**config.mk**
```make
export PLATFORM = sky130hd
export DESIGN_NAME = ipv4_longest_prefix_router_core
export DESIGN_NICKNAME = d
export VERILOG_FILES = /design/src/design/lpr_pkg.sv /design/src/design/lpr_ram.sv /design/src/design/lpr_ctrl.sv /design/src/design/lpr_datapath.sv /design/src/design/ipv4_longest_prefix_router_core.sv
export SDC_FILE = /design/constraint.sdc
export NUM_CORES = 1
export LEC_CHECK = 0
export ABC_AREA = 0
export BUFFER_PORTS_ARGS = -buffer_cell sky130_fd_sc_hd__buf_4
export CAP_MARGIN = 0
export CELL_PAD_IN_SITES_DETAIL_PLACEMENT = 1
export CELL_PAD_IN_SITES_GLOBAL_PLACEMENT = 1
export CORE_MARGIN = 2
export CORE_UTILIZATION = 50
export DETAILED_ROUTE_END_ITERATION = 6
export GPL_ROUTABILITY_DRIVEN = 0
export GPL_TIMING_DRIVEN = 0
export HOLD_SLACK_MARGIN = 0.08
export PLACE_DENSITY = 0.72
export SYNTH_ARGS = -nofsm -noshare
export SYNTH_HDL_FRONTEND = slang
export SYNTH_SLANG_ARGS = --single-unit
```
**constraint.sdc**
```tcl
create_clock -name i_clk -period 11 [get_ports i_clk]
set_input_delay 1.65 -clock i_clk [delete_from_list [all_inputs] [get_ports i_clk]]
set_output_delay 1.65 -clock i_clk [all_outputs]
set_load 0.01 [all_outputs]
```
**src/design/lpr_pkg.sv**
```systemverilog
// ----------------------------------------------------------------------------
// lpr_pkg
// Shared types, constants and helpers of the IPv4 longest prefix router.
// ----------------------------------------------------------------------------
package lpr_pkg;

    localparam int ADDR_W      = 32;
    localparam int LEN_W       = 6;
    localparam int PORT_W      = 4;
    localparam int VER_W       = 4;
    localparam int TTL_W       = 8;
    localparam int DEF_TABLE_DEPTH = 16;

    localparam logic [LEN_W-1:0]  MAX_LEN      = 6'd32;
    localparam logic [VER_W-1:0]  IPV4_VERSION = 4'd4;
    localparam logic [TTL_W-1:0]  TTL_MIN      = 8'd2;
    localparam logic [ADDR_W-1:0] ALL_ONES     = 32'hFFFF_FFFF;

    typedef enum logic {
        OP_ADD   = 1'b0,
        OP_ROUTE = 1'b1
    } t_op;

    typedef enum logic [2:0] {
        V_FORWARD = 3'd0,
        V_BADVER  = 3'd1,
        V_TTL     = 3'd2,
        V_NOROUTE = 3'd3,
        V_ADDED   = 3'd4,
        V_FULL    = 3'd5
    } t_verdict;

    // One table entry as stored in the route RAM
    typedef struct packed {
        logic [ADDR_W-1:0] prefix;
        logic [LEN_W-1:0]  length;
        logic [ADDR_W-1:0] hop;
        logic              direct;
        logic [PORT_W-1:0] port;
    } t_route;

    // Controller to datapath
    typedef struct packed {
        logic latch;
        logic write;
        logic scan_clear;
        logic rd_issue;
        logic load_out;
    } t_cmd;

    // Datapath to controller
    typedef struct packed {
        logic is_add;
        logic full;
        logic pre_fail;
        logic empty;
        logic scan_last;
        logic out_free;
    } t_status;

    // Network mask for a prefix length of 0..32
    function automatic logic [ADDR_W-1:0] mask_of(input logic [LEN_W-1:0] len);
        mask_of = ~(ALL_ONES >> len);
    endfunction

endpackage

```
**src/design/lpr_ram.sv**
```systemverilog
// ----------------------------------------------------------------------------
// lpr_ram
// Generic single write port, single read port RAM with registered read data.
// ----------------------------------------------------------------------------
module lpr_ram #(
    parameter int WIDTH = 8,
    parameter int DEPTH = 16,
    localparam int AW   = (DEPTH > 1) ? $clog2(DEPTH) : 1
) (
    input  logic             i_clk,
    input  logic             i_we,
    input  logic [AW-1:0]    i_waddr,
    input  logic [WIDTH-1:0] i_wdata,
    input  logic             i_re,
    input  logic [AW-1:0]    i_raddr,
    output logic [WIDTH-1:0] o_rdata
);

    logic [WIDTH-1:0] r_mem [DEPTH];
    logic [WIDTH-1:0] r_rdata;

    always_ff @(posedge i_clk) begin
        if (i_we) begin
            r_mem[i_waddr] <= i_wdata;
        end
        if (i_re) begin
            r_rdata <= r_mem[i_raddr];
        end
    end

    assign o_rdata = r_rdata;

endmodule

```
**src/design/lpr_ctrl.sv**
```systemverilog
// ----------------------------------------------------------------------------
// lpr_ctrl
// Sequencer: accept, decide, scan the route table, drain, hand off result.
// ----------------------------------------------------------------------------
module lpr_ctrl
    import lpr_pkg::*;
(
    input  logic    i_clk,
    input  logic    i_rst_n,
    input  logic    i_in_valid,
    output logic    o_in_ready,
    input  t_status i_status,
    output t_cmd    o_cmd
);

    typedef enum logic [2:0] {
        S_IDLE,
        S_DECIDE,
        S_SCAN,
        S_DRAIN,
        S_DONE
    } t_state;

    t_state r_state;
    t_state n_state;

    always_comb begin
        n_state = r_state;
        o_cmd   = '0;
        case (r_state)
            S_IDLE: begin
                if (i_in_valid) begin
                    o_cmd.latch = 1'b1;
                    n_state     = S_DECIDE;
                end
            end
            S_DECIDE: begin
                if (i_status.is_add) begin
                    o_cmd.write = !i_status.full;
                    n_state     = S_DONE;
                end else if (i_status.pre_fail || i_status.empty) begin
                    n_state = S_DONE;
                end else begin
                    o_cmd.scan_clear = 1'b1;
                    n_state          = S_SCAN;
                end
            end
            S_SCAN: begin
                o_cmd.rd_issue = 1'b1;
                if (i_status.scan_last) begin
                    n_state = S_DRAIN;
                end
            end
            S_DRAIN: begin
                n_state = S_DONE;
            end
            S_DONE: begin
                if (i_status.out_free) begin
                    o_cmd.load_out = 1'b1;
                    n_state        = S_IDLE;
                end
            end
            default: begin
                n_state = S_IDLE;
            end
        endcase
    end

    always_ff @(posedge i_clk) begin
        if (!i_rst_n) begin
            r_state <= S_IDLE;
        end else begin
            r_state <= n_state;
        end
    end

    assign o_in_ready = (r_state == S_IDLE);

    a_accept_to_decide: assert property (@(posedge i_clk) disable iff (!i_rst_n)
        (i_in_valid && o_in_ready) |=> (r_state == S_DECIDE))
        else $error("accepted transaction did not advance to decide");

    a_scan_ends_in_drain: assert property (@(posedge i_clk) disable iff (!i_rst_n)
        (r_state == S_SCAN && i_status.scan_last) |=> (r_state == S_DRAIN))
        else $error("last table read not followed by drain");

    a_load_only_when_free: assert property (@(posedge i_clk) disable iff (!i_rst_n)
        o_cmd.load_out |-> i_status.out_free)
        else $error("result loaded over a pending transaction");

endmodule

```
**src/design/lpr_datapath.sv**
```systemverilog
// ----------------------------------------------------------------------------
// lpr_datapath
// Input latch, route table RAM, prefix compare with best-match tracking,
// and the result register.
// ----------------------------------------------------------------------------
module lpr_datapath
    import lpr_pkg::*;
#(
    parameter int TABLE_DEPTH = DEF_TABLE_DEPTH
) (
    input  logic              i_clk,
    input  logic              i_rst_n,
    input  logic              i_operation,
    input  logic [ADDR_W-1:0] i_route_prefix_addr,
    input  logic [LEN_W-1:0]  i_route_length,
    input  logic [ADDR_W-1:0] i_route_hop_addr,
    input  logic              i_route_is_direct,
    input  logic [PORT_W-1:0] i_route_port,
    input  logic [VER_W-1:0]  i_ip_version,
    input  logic [TTL_W-1:0]  i_ttl_in,
    input  logic [ADDR_W-1:0] i_dest_addr,
    input  t_cmd              i_cmd,
    output t_status           o_status,
    output logic              o_out_valid,
    input  logic              i_out_ready,
    output logic [2:0]        o_verdict,
    output logic [ADDR_W-1:0] o_hop_addr_out,
    output logic [PORT_W-1:0] o_port_out,
    output logic [TTL_W-1:0]  o_ttl_out,
    output logic [LEN_W-1:0]  o_match_length
);

    localparam int CNT_W  = $clog2(TABLE_DEPTH + 1);
    localparam int IDX_W  = (TABLE_DEPTH > 1) ? $clog2(TABLE_DEPTH) : 1;
    localparam int ROUTE_W = $bits(t_route);

    // Latched transaction
    t_op               r_op;
    logic [ADDR_W-1:0] r_prefix;
    logic [LEN_W-1:0]  r_len;
    logic [ADDR_W-1:0] r_hop;
    logic              r_direct;
    logic [PORT_W-1:0] r_port;
    logic [VER_W-1:0]  r_ver;
    logic [TTL_W-1:0]  r_ttl;
    logic [ADDR_W-1:0] r_dst;
    logic              r_added;

    // Table fill and scan
    logic [CNT_W-1:0]  r_count;
    logic [IDX_W-1:0]  r_idx;
    logic              r_rd_pend;

    // Best match so far
    logic              r_found;
    logic [LEN_W-1:0]  r_blen;
    logic [ADDR_W-1:0] r_bhop;
    logic              r_bdirect;
    logic [PORT_W-1:0] r_bport;

    // Result register
    logic              r_out_valid;
    t_verdict          r_verdict;
    logic [ADDR_W-1:0] r_hop_out;
    logic [PORT_W-1:0] r_port_out;
    logic [TTL_W-1:0]  r_ttl_out;
    logic [LEN_W-1:0]  r_mlen_out;

    logic [LEN_W-1:0]   w_len_sat;
    t_route             w_wr_route;
    logic [ROUTE_W-1:0] w_rdata;
    t_route             w_rd_route;
    logic               w_hit;
    logic               w_take;
    logic [CNT_W-1:0]   w_idx_inc;
    t_verdict           w_verdict;

    assign w_len_sat = (i_route_length > MAX_LEN) ? MAX_LEN : i_route_length;

    assign w_wr_route.prefix = r_prefix & mask_of(r_len);
    assign w_wr_route.length = r_len;
    assign w_wr_route.hop    = r_direct ? '0 : r_hop;
    assign w_wr_route.direct = r_direct;
    assign w_wr_route.port   = r_port;

    lpr_ram #(
        .WIDTH (ROUTE_W),
        .DEPTH (TABLE_DEPTH)
    ) u_route_ram (
        .i_clk   (i_clk),
        .i_we    (i_cmd.write),
        .i_waddr (r_count[IDX_W-1:0]),
        .i_wdata (w_wr_route),
        .i_re    (i_cmd.rd_issue),
        .i_raddr (r_idx),
        .o_rdata (w_rdata)
    );

    assign w_rd_route = t_route'(w_rdata);
    assign w_hit      = (r_dst & mask_of(w_rd_route.length)) == w_rd_route.prefix;
    // Later entry wins on an equal length
    assign w_take     = r_rd_pend && w_hit && (!r_found || w_rd_route.length >= r_blen);
    assign w_idx_inc  = CNT_W'(r_idx) + CNT_W'(1);

    always_comb begin
        if (r_op == OP_ADD) begin
            w_verdict = r_added ? V_ADDED : V_FULL;
        end else if (r_ver != IPV4_VERSION) begin
            w_verdict = V_BADVER;
        end else if (r_ttl < TTL_MIN) begin
            w_verdict = V_TTL;
        end else if (!r_found) begin
            w_verdict = V_NOROUTE;
        end else begin
            w_verdict = V_FORWARD;
        end
    end

    assign o_status.is_add    = (r_op == OP_ADD);
    assign o_status.full      = (r_count == CNT_W'(TABLE_DEPTH));
    assign o_status.pre_fail  = (r_ver != IPV4_VERSION) || (r_ttl < TTL_MIN);
    assign o_status.empty     = (r_count == '0);
    assign o_status.scan_last = (w_idx_inc == r_count);
    assign o_status.out_free  = !r_out_valid || i_out_ready;

    // Control state
    always_ff @(posedge i_clk) begin
        if (!i_rst_n) begin
            r_count     <= '0;
            r_rd_pend   <= 1'b0;
            r_out_valid <= 1'b0;
        end else begin
            r_rd_pend <= i_cmd.rd_issue;
            if (i_cmd.write) begin
                r_count <= r_count + CNT_W'(1);
            end
            if (i_cmd.load_out) begin
                r_out_valid <= 1'b1;
            end else if (i_out_ready) begin
                r_out_valid <= 1'b0;
            end
        end
    end

    // Payload
    always_ff @(posedge i_clk) begin
        if (i_cmd.latch) begin
            r_op     <= t_op'(i_operation);
            r_prefix <= i_route_prefix_addr;
            r_len    <= w_len_sat;
            r_hop    <= i_route_hop_addr;
            r_direct <= i_route_is_direct;
            r_port   <= i_route_port;
            r_ver    <= i_ip_version;
            r_ttl    <= i_ttl_in;
            r_dst    <= i_dest_addr;
            r_added  <= 1'b0;
            r_found  <= 1'b0;
        end else begin
            if (i_cmd.write) begin
                r_added <= 1'b1;
            end
            if (w_take) begin
                r_found   <= 1'b1;
                r_blen    <= w_rd_route.length;
                r_bhop    <= w_rd_route.hop;
                r_bdirect <= w_rd_route.direct;
                r_bport   <= w_rd_route.port;
            end
        end

        if (i_cmd.scan_clear) begin
            r_idx <= '0;
        end else if (i_cmd.rd_issue) begin
            r_idx <= r_idx + IDX_W'(1);
        end

        if (i_cmd.load_out) begin
            r_verdict <= w_verdict;
            if (w_verdict == V_FORWARD) begin
                r_hop_out  <= r_bdirect ? r_dst : r_bhop;
                r_port_out <= r_bport;
                r_ttl_out  <= r_ttl - TTL_W'(1);
                r_mlen_out <= r_blen;
            end else begin
                r_hop_out  <= '0;
                r_port_out <= '0;
                r_ttl_out  <= '0;
                r_mlen_out <= '0;
            end
        end
    end

    assign o_out_valid    = r_out_valid;
    assign o_verdict      = r_verdict;
    assign o_hop_addr_out = r_hop_out;
    assign o_port_out     = r_port_out;
    assign o_ttl_out      = r_ttl_out;
    assign o_match_length = r_mlen_out;

    a_count_bounded: assert property (@(posedge i_clk) disable iff (!i_rst_n)
        r_count <= CNT_W'(TABLE_DEPTH))
        else $error("route count beyond table depth");

    a_no_write_when_full: assert property (@(posedge i_clk) disable iff (!i_rst_n)
        i_cmd.write |-> (r_count != CNT_W'(TABLE_DEPTH)))
        else $error("route written into a full table");

    a_read_within_fill: assert property (@(posedge i_clk) disable iff (!i_rst_n)
        i_cmd.rd_issue |-> (CNT_W'(r_idx) < r_count))
        else $error("scan read past the filled entries");

endmodule

```
**src/design/ipv4_longest_prefix_router_core.sv**
```systemverilog
// ----------------------------------------------------------------------------
// ipv4_longest_prefix_router_core
// IPv4 route table with append-only adds and longest prefix match lookup.
// ----------------------------------------------------------------------------
//
//   Channel   Direction  Handshake                 Payload
//   -------   ---------  ------------------------  ------------------------------
//   in        input      i_in_valid / o_in_ready   operation, route_*, ip_version,
//                                                  ttl_in, dest_addr
//   out       output     o_out_valid / i_out_ready verdict, hop_addr_out, port_out,
//                                                  ttl_out, match_length
//
// Sequencing: an add, or a datagram dropped on version or TTL, or a lookup in
// an empty table, goes from decide straight to done. A lookup reads every stored
// route in turn, since the route RAM has one read port and the scan reads one
// entry per cycle, then passes through a drain state before done.
// Reset: i_rst_n synchronously empties the table (the entry count goes to 0)
// and drops any pending result; entry contents are not cleared.
// Stalls: the result sits in an output register, so a new transaction is
// accepted while the previous result waits; the next result holds in the
// sequencer until the output register frees.
// ----------------------------------------------------------------------------
module ipv4_longest_prefix_router_core
    import lpr_pkg::*;
#(
    parameter int TABLE_DEPTH = DEF_TABLE_DEPTH
) (
    input  logic              i_clk,
    input  logic              i_rst_n,
    // input channel
    input  logic              i_in_valid,
    output logic              o_in_ready,
    input  logic              i_operation,
    input  logic [ADDR_W-1:0] i_route_prefix_addr,
    input  logic [LEN_W-1:0]  i_route_length,
    input  logic [ADDR_W-1:0] i_route_hop_addr,
    input  logic              i_route_is_direct,
    input  logic [PORT_W-1:0] i_route_port,
    input  logic [VER_W-1:0]  i_ip_version,
    input  logic [TTL_W-1:0]  i_ttl_in,
    input  logic [ADDR_W-1:0] i_dest_addr,
    // output channel
    output logic              o_out_valid,
    input  logic              i_out_ready,
    output logic [2:0]        o_verdict,
    output logic [ADDR_W-1:0] o_hop_addr_out,
    output logic [PORT_W-1:0] o_port_out,
    output logic [TTL_W-1:0]  o_ttl_out,
    output logic [LEN_W-1:0]  o_match_length
);

    // Command and status between sequencer and datapath
    t_cmd    w_cmd;
    t_status w_status;

    // Sequencer: latch the transaction, append or scan, then hand off
    lpr_ctrl u_ctrl (
        .i_clk      (i_clk),
        .i_rst_n    (i_rst_n),
        .i_in_valid (i_in_valid),
        .o_in_ready (o_in_ready),
        .i_status   (w_status),
        .o_cmd      (w_cmd)
    );

    // Datapath: route RAM, prefix compare, best-match and result registers
    lpr_datapath #(
        .TABLE_DEPTH (TABLE_DEPTH)
    ) u_datapath (
        .i_clk               (i_clk),
        .i_rst_n             (i_rst_n),
        .i_operation         (i_operation),
        .i_route_prefix_addr (i_route_prefix_addr),
        .i_route_length      (i_route_length),
        .i_route_hop_addr    (i_route_hop_addr),
        .i_route_is_direct   (i_route_is_direct),
        .i_route_port        (i_route_port),
        .i_ip_version        (i_ip_version),
        .i_ttl_in            (i_ttl_in),
        .i_dest_addr         (i_dest_addr),
        .i_cmd               (w_cmd),
        .o_status            (w_status),
        .o_out_valid         (o_out_valid),
        .i_out_ready         (i_out_ready),
        .o_verdict           (o_verdict),
        .o_hop_addr_out      (o_hop_addr_out),
        .o_port_out          (o_port_out),
        .o_ttl_out           (o_ttl_out),
        .o_match_length      (o_match_length)
    );

endmodule

```
==> impl_metrics.ini, run 1 <==
[logic_synthesis]
ys_seq_elements = 1507
yosys.area_share.xor_xnor = 0.00553
synth_edf_count = 1491
synth_area_um2 = 57000
yosysSeqAreaShare = 0.791
synth_top_cell_area_share = 0.785
avgSynthCellArea_um2 = 23.1
synth-async-reset-ratio = 0
synth_top_area_cell = edfxtp_1
yosys_warnings = 0
yosys-top-cells-area = edfxtp_1, mux4_2, mux2i_1
synth_cells = 2473
synth_nets = 2609
synth_ff_type = edfxtp_1
yosys.area_share.simple = 0.0225
synth_top_family_by_area = multiplexers
yosysUniqueCellTypes = 61
muxShareOfSynthArea = 0.154
yosys.area_share.adder = 0.00263
synth_compound_area_frac = 0.0133

[setup_path]
crit_chain = clkbuf_1 > clkbuf_1 > clkbuf_1 > mux4_2 > mux4_2
timing.critical_path.from = u_datapath.r_idx[1]
worstSetupEndpointType = flip-flop
critPathSlowestCell = clkbuf_1
worst_path_most_repeated_cell = clkbuf_1
path_class = flip-flop to flip-flop
cp.arrival_ns = 4.47
r2r_start = u_datapath.r_idx[1]
start_kind = flip-flop
cpPeakStageDelay_ns = 1.04
crit_fanout = 10
rrSetupSlack_ns = 7.02
cp.required_ns = 11.49

[timing]
rsz0062_at_grt = no
tightest_slew_ns = 1.34
setup_slack_ns = 7.02
setup_tns_ns = 0
relSlewSlack = 0.109
setup_viol = 0
finalClockSkew_ns = 0.0344
finalMaxSlewViolations = 0
fin_crit_sh = 0.362
fmax_mhz = 251
hold_viol_final = 0
min_period_ns = 3.98

[clocking]
cts_setup_buffers = 0
clk_pin_slew_worst_paths_ns = 0.06
cts_htree_levels = 4
ctsHoldBuffers = 0
insertion_delay_ns = 0.78
cts_root_buf = clkbuf_16
cts_buffer_depth = 3
cts-resized-gates = 0
numCtsBuffers = 152
cts.sink_count = 1507
cts_tree = done

[floorplanning]
io_pins = 179
start_util = 0.505
die_area_um2 = 117000
die_x_um = 342
rows = 123
die_h_um = 342
core_um2 = 113000

[outcome]
outcome = finished, final reports clean

[route]
vias_per_cell = 6.33
routed_wirelength_um = 162000
drtIter0Drc = 4495
vias = 29000
drt.antenna.violating_nets = 0
firstDrtPassIters = 5
drc = 0
wl_per_cell_um = 35.3

[power_and_ir_drop]
finalPower_mw = 11.8
leakagePower_nw = 21.3
power_density_nw_per_um2 = 175
peakVddDrop_uv = 157

[grt]
antenna_found_initial = 1
grtUsageTotal = 0.282
overflow = 0
grt_max_degree = 53
grt_pass1_vias = 30400
grt_pass1_wl_um = 229000

[finish]
diodes = 0
areaGrowthSynthToFinish_pct = 17.8
multi_input_area_um2 = 11400
num-fill-cells = 9282
register_area_um2 = 45100
final_cell_area_um2 = 67200
utilization = 0.595
nets = 3084
drive_gt1_frac = 0.316

[flow_run]
maxCapViolations = 0

[placed_design]
dpl_cell_area_um2 = 62400
dpl.hpwl_um = 107000
pre_cts_slack_ns = 6.72
numPortBuffers = 178

[worst_hold_path]
hold_start = u_datapath.u_route_ram.o_rdata[26]
min_path_type = flip-flop to flip-flop
state kept, by name, summed over array words and instances, names as in the netlist, 3 cells and up:
signal / flops
u_ctrl.r_state: 3
u_datapath.o_hop_addr_out: 32
u_datapath.o_match_length: 6
u_datapath.o_port_out: 4
u_datapath.o_ttl_out: 8
u_datapath.o_verdict: 3
u_datapath.r_bhop: 32
u_datapath.r_blen: 6
u_datapath.r_bport: 4
u_datapath.r_count: 5
u_datapath.r_dst: 32
u_datapath.r_hop: 32
u_datapath.r_idx: 4
u_datapath.r_len: 6
u_datapath.r_port: 4
u_datapath.r_prefix: 32
u_datapath.r_ttl: 8
u_datapath.r_ver: 4
u_datapath.u_route_ram.o_rdata: 75
u_datapath.u_route_ram.r_mem: 1200
worst paths after layout:
| check | cells after the start | end |
|---|---|---|
| worst max-delay path | 5 | u_datapath.u_route_ram.o_rdata[41] |
| worst min-delay path | 0 | u_datapath.r_bhop[21] |
| worst max register to register | 5 | u_datapath.u_route_ram.o_rdata[41] |
| worst min register to register | 0 | u_datapath.r_bhop[21] |
report_power, final:
group | leakage, nW | switching [mW] | internal [mW]
Sequential | 13.7 | 0.0474 | 6.38
Combinational | 5.24 | 0.196 | 0.122
Clock | 2.31 | 2.21 | 2.80
Total | 21.3 | 2.46 | 9.30
through the flow:
step	hold slack [ns]	std cells
after global routing	0.423	4574
final	0.416	4574
after detailed placement	0.406	4292
after floorplan	0.400	2473
after global placement	0.406	4151
after CTS	0.417	4572
cell type report:
class / instances / area share
sequential: 1507 / 0.671
multi-input combinational: 813 / 0.170
clock buffer: 187 / 0.0592
timing repair buffer: 321 / 0.0499
tap: 1500 / 0.0279
clock inverter: 93 / 0.0117
buffer: 121 / 0.00764
inverter: 32 / 0.00179
worst max-delay path: cells and delay by family, from the launching register on:
| kind | cells | cell delay [ns] |
|---|---|---|
| mux | 2 | 1.01 |
| flops | 1 | 0.46 |
| buf+inv | 3 | 2.21 |
per-layer routing:
| layer | wire [µm] | track usage | up-vias |
|---|---|---|---|
| met3 | 14500 | 0.0490 | 242 |
| li1 | - | - | 11300 |
| met1 | 64100 | 0.403 | 15600 |
| met5 | 30 | 0 | - |
| met4 | 4250 | 0.0868 | 4 |
| met2 | 78800 | 0.448 | 1777 |
cells by family after synthesis:
logic type               Yosys count
flip-flops                      1507
multiplexers                     409
AND/OR/NAND/NOR                  244
buffers and inverters            153
AO/OA/AOI/OAI                    112
XOR/XNOR                          36
adder cells (fa/ha/maj)           12
Yosys cell counts (2+ instances only):
library cell  count
clkbuf_1         77
or4_1             3
inv_1            31
xnor2_1          24
xor2_1           12
nand3_1          14
nand2b_1          7
mux2i_1          34
ha_1             12
mux4_2          375
nor2b_1          54
nor4_1            2
buf_1             5
dfxtp_1          16
nor3_1           19
nor3b_1           4
o21ai_0          24
o21ai_1           2
o211ai_1          2
edfxtp_1       1491
a21oi_1          22
a31oi_1           8
a21o_1            2
or4_4             2
o21a_1           13
nor2_1           72
o41ai_1           2
a41oi_1           2
o22ai_1           4
buf_2            38
o311ai_0          2
and2_1           16
nand2_1          25
o2111ai_1         2
and3_1            9
a21boi_0         13
nand4_1           9
placed cells by master, fill, tap and decap left out, types with 34 or more instances in the layout:
cell type and count:
buf_2 38, buf_4 191, buf_6 86, clkbuf_1 109, clkbuf_16 154, clkinv_1 47
edfxtp_1 1491, mux2i_1 34, mux4_2 375, nor2_1 67, nor2b_1 54
No activity file was read; power rests on OpenSTA's default activity.
==> run 2: changes to the inputs <==
--- a/config.mk
+++ b/config.mk
@@ -11,12 +11,12 @@
 export CELL_PAD_IN_SITES_DETAIL_PLACEMENT = 1
 export CELL_PAD_IN_SITES_GLOBAL_PLACEMENT = 1
 export CORE_MARGIN = 2
-export CORE_UTILIZATION = 50
+export CORE_UTILIZATION = 55
 export DETAILED_ROUTE_END_ITERATION = 6
 export GPL_ROUTABILITY_DRIVEN = 0
 export GPL_TIMING_DRIVEN = 0
 export HOLD_SLACK_MARGIN = 0.08
-export PLACE_DENSITY = 0.72
+export PLACE_DENSITY = 0.75
 export SYNTH_ARGS = -nofsm -noshare
 export SYNTH_HDL_FRONTEND = slang
 export SYNTH_SLANG_ARGS = --single-unit
==> constraint.sdc (replaced) <==
create_clock -name i_clk -period 4.1 [get_ports i_clk]
set_input_delay 0.615 -clock i_clk [delete_from_list [all_inputs] [get_ports i_clk]]
set_output_delay 0.615 -clock i_clk [all_outputs]
set_load 0.01 [all_outputs]
==> run 2 against run 1 <==
  * Wire length up 4.7%
  * Clock power grew to 2.8 times the previous value
  * Utilization increased by 7.0 points
  * Non-clock buffer count is 80 higher
  * Hold slack lost 0.26 ns
  * Critical endpoint is now u_datapath.u_route_ram.o_rdata[0]
  * Power grew to 2.7 times the previous value
  * Largest cell class unchanged
  * Sequential share of layout area down 1.5 points
  * Flip-flop and latch count did not move
  * Die area is 9.0% lower
  * Cell count down 0.94%
  * Count of clock-buffer cells in the layout decreased by 9
  * First-iteration DRC count grew 5.8%
==> impl_metrics.ini, run 2 (synthesis gave the netlist of run 1 again) <==
[outcome]
outcome = finished, final reports clean

[floorplanning]
rows = 118
die_area_um2 = 106000
core_um2 = 103000
die_h_um = 326
io_pins = 179
start_util = 0.552
die_x_um = 326

[finish]
final_cell_mix = edfxtp_1, mux4_2, buf_4
utilization = 0.666
regMostFlops = u_datapath.u_route_ram.r_mem
drive_gt1_frac = 0.303
largest_register_ffs = 1200
final_common_cell = edfxtp_1
areaGrowthSynthToFinish_pct = 20.5
nets = 3165

[setup_path]
worstSetupEndpointType = flip-flop
path_class = flip-flop to flip-flop
cp.required_ns = 4.57
cp.arrival_ns = 4.51
crit_chain = clkbuf_1 > clkbuf_1 > clkbuf_1 > mux4_2 > mux4_2
r2r_start = u_datapath.r_idx[1]
critPathSlowestCell = clkbuf_1
crit_fanout = 10
timing.critical_path.from = u_datapath.r_idx[1]
start_kind = flip-flop
worst_path_most_repeated_cell = clkbuf_1
cpPeakStageDelay_ns = 0.97

[grt]
grt_max_degree = 48
overflow = 0
grt_pass1_vias = 31500
grtUsageTotal = 0.323
grt_pass1_wl_um = 238000
antenna_found_initial = 5

[clocking]
cts_buffer_depth = 3
cts_tree = done
cts_htree_levels = 4
cts_root_buf = clkbuf_16
numCtsBuffers = 152
cts.sink_count = 1507
clk_pin_slew_worst_paths_ns = 0.06
insertion_delay_ns = 0.77

[placed_design]
dpl.hpwl_um = 105000
numPortBuffers = 178
pre_cts_slack_ns = 0.160

[timing]
hold_viol_final = 0
finalClockSkew_ns = 0.0286
relSlewSlack = 0.104
hold_ws_ns = 0.156
rsz0062_at_grt = no
tightest_slew_ns = 1.34
fmax_mhz = 248
setup_viol = 0
min_period_ns = 4.03
finalMaxSlewViolations = 0
setup_slack_ns = 0.0654
fin_crit_sh = 0.984

[route]
wl_per_cell_um = 37.3
vias = 30200
drtIter0Drc = 4757
drc = 0
routed_wirelength_um = 169000
drt.antenna.violating_nets = 0
vias_per_cell = 6.66
firstDrtPassIters = 7

[power_and_ir_drop]
power_density_nw_per_um2 = 466
leakagePower_nw = 21.8
switching_share = 0.208
combPwrFrac = 0.030
intPower_mw = 25.3
switchingPower_mw = 6.67
pwr-share-seq = 0.539
clkPwrFrac = 0.430
peakVddDrop_uv = 416

[worst_hold_path]
hold_start = i_route_length[2]
min_path_type = input port to flip-flop

[flow_run]
maxCapViolations = 0
-- run 2: area by class of cell --
class | instances | area (µm²)
Fill cell | 7978 | 34500
Multi-Input combinational cell | 814 | 11500
Buffer | 121 | 514
Timing Repair Buffer | 401 | 4820
Sequential cell | 1507 | 45100
Clock inverter | 96 | 971
Antenna cell | 2 | 5.00
Tap cell | 1380 | 1730
Inverter | 32 | 120
Clock buffer | 178 | 3910
-- run 2: layer usage --
layer / up-vias / part of all wire / GRT usage
li1: 11500 / - / -
met1: 15900 / 0.36 / 0.450
met2: 2381 / 0.48 / 0.511
met3: 410 / 0.11 / 0.0673
met4: 4 / 0.039 / 0.119
met5: - / 0.00017 / 0
-- run 2: timing repair --
| item | in CTS | in global routing |
|---|---|---|
| hold endpoints to repair | 114 | 0 |
| buffers inserted | 0 | 5 |
| hold buffers | 114 | 0 |
| setup endpoints to repair | 0 | 42 |
| gates resized for setup | 0 | 4 |
-- run 2: worst paths after layout --
kind / endpoint / slack [ns] / cells past startpoint
max: u_datapath.u_route_ram.o_rdata[0] / 0.07 / 5
min: u_datapath.r_len[2] / 0.16 / 2
max reg2reg: u_datapath.u_route_ram.o_rdata[0] / 0.07 / 5
min reg2reg: u_datapath.r_bhop[24] / 0.41 / 0
-- run 2: power by group through the flow --
stage	combinational, mW	clock [mW]	sequential, mW
2_1_floorplan	0.423	0	17.5
3_3_place_gp	0.724	0	17.6
3_5_place_dp	0.846	0	17.6
4_1_cts	0.952	13.9	17.2
5_1_grt	1.03	14.4	17.2
6_report	0.976	13.8	17.3
-- run 2: stage by stage --
| step | TNS (ns) | cells | cell area [µm²] | power (mW) |
|---|---|---|---|---|
| 2_1_floorplan | -405.58 | 2473 | 57100 | 17.9 |
| 3_3_place_gp | -5356.06 | 4031 | 60200 | 18.3 |
| 3_5_place_dp | 0 | 4133 | 62600 | 18.4 |
| 4_1_cts | 0 | 4521 | 68600 | 32.1 |
| 5_1_grt | 0 | 4530 | 68700 | 32.7 |
| 6_report | 0 | 4531 | 68700 | 32.0 |
-- run 2: critical path: cells and delay by family, from the launching register on --
kind / cells / cell delay (ns)
buffers and inverters: 3 / 2.20
muxes: 2 / 1.01
DFF: 1 / 0.52
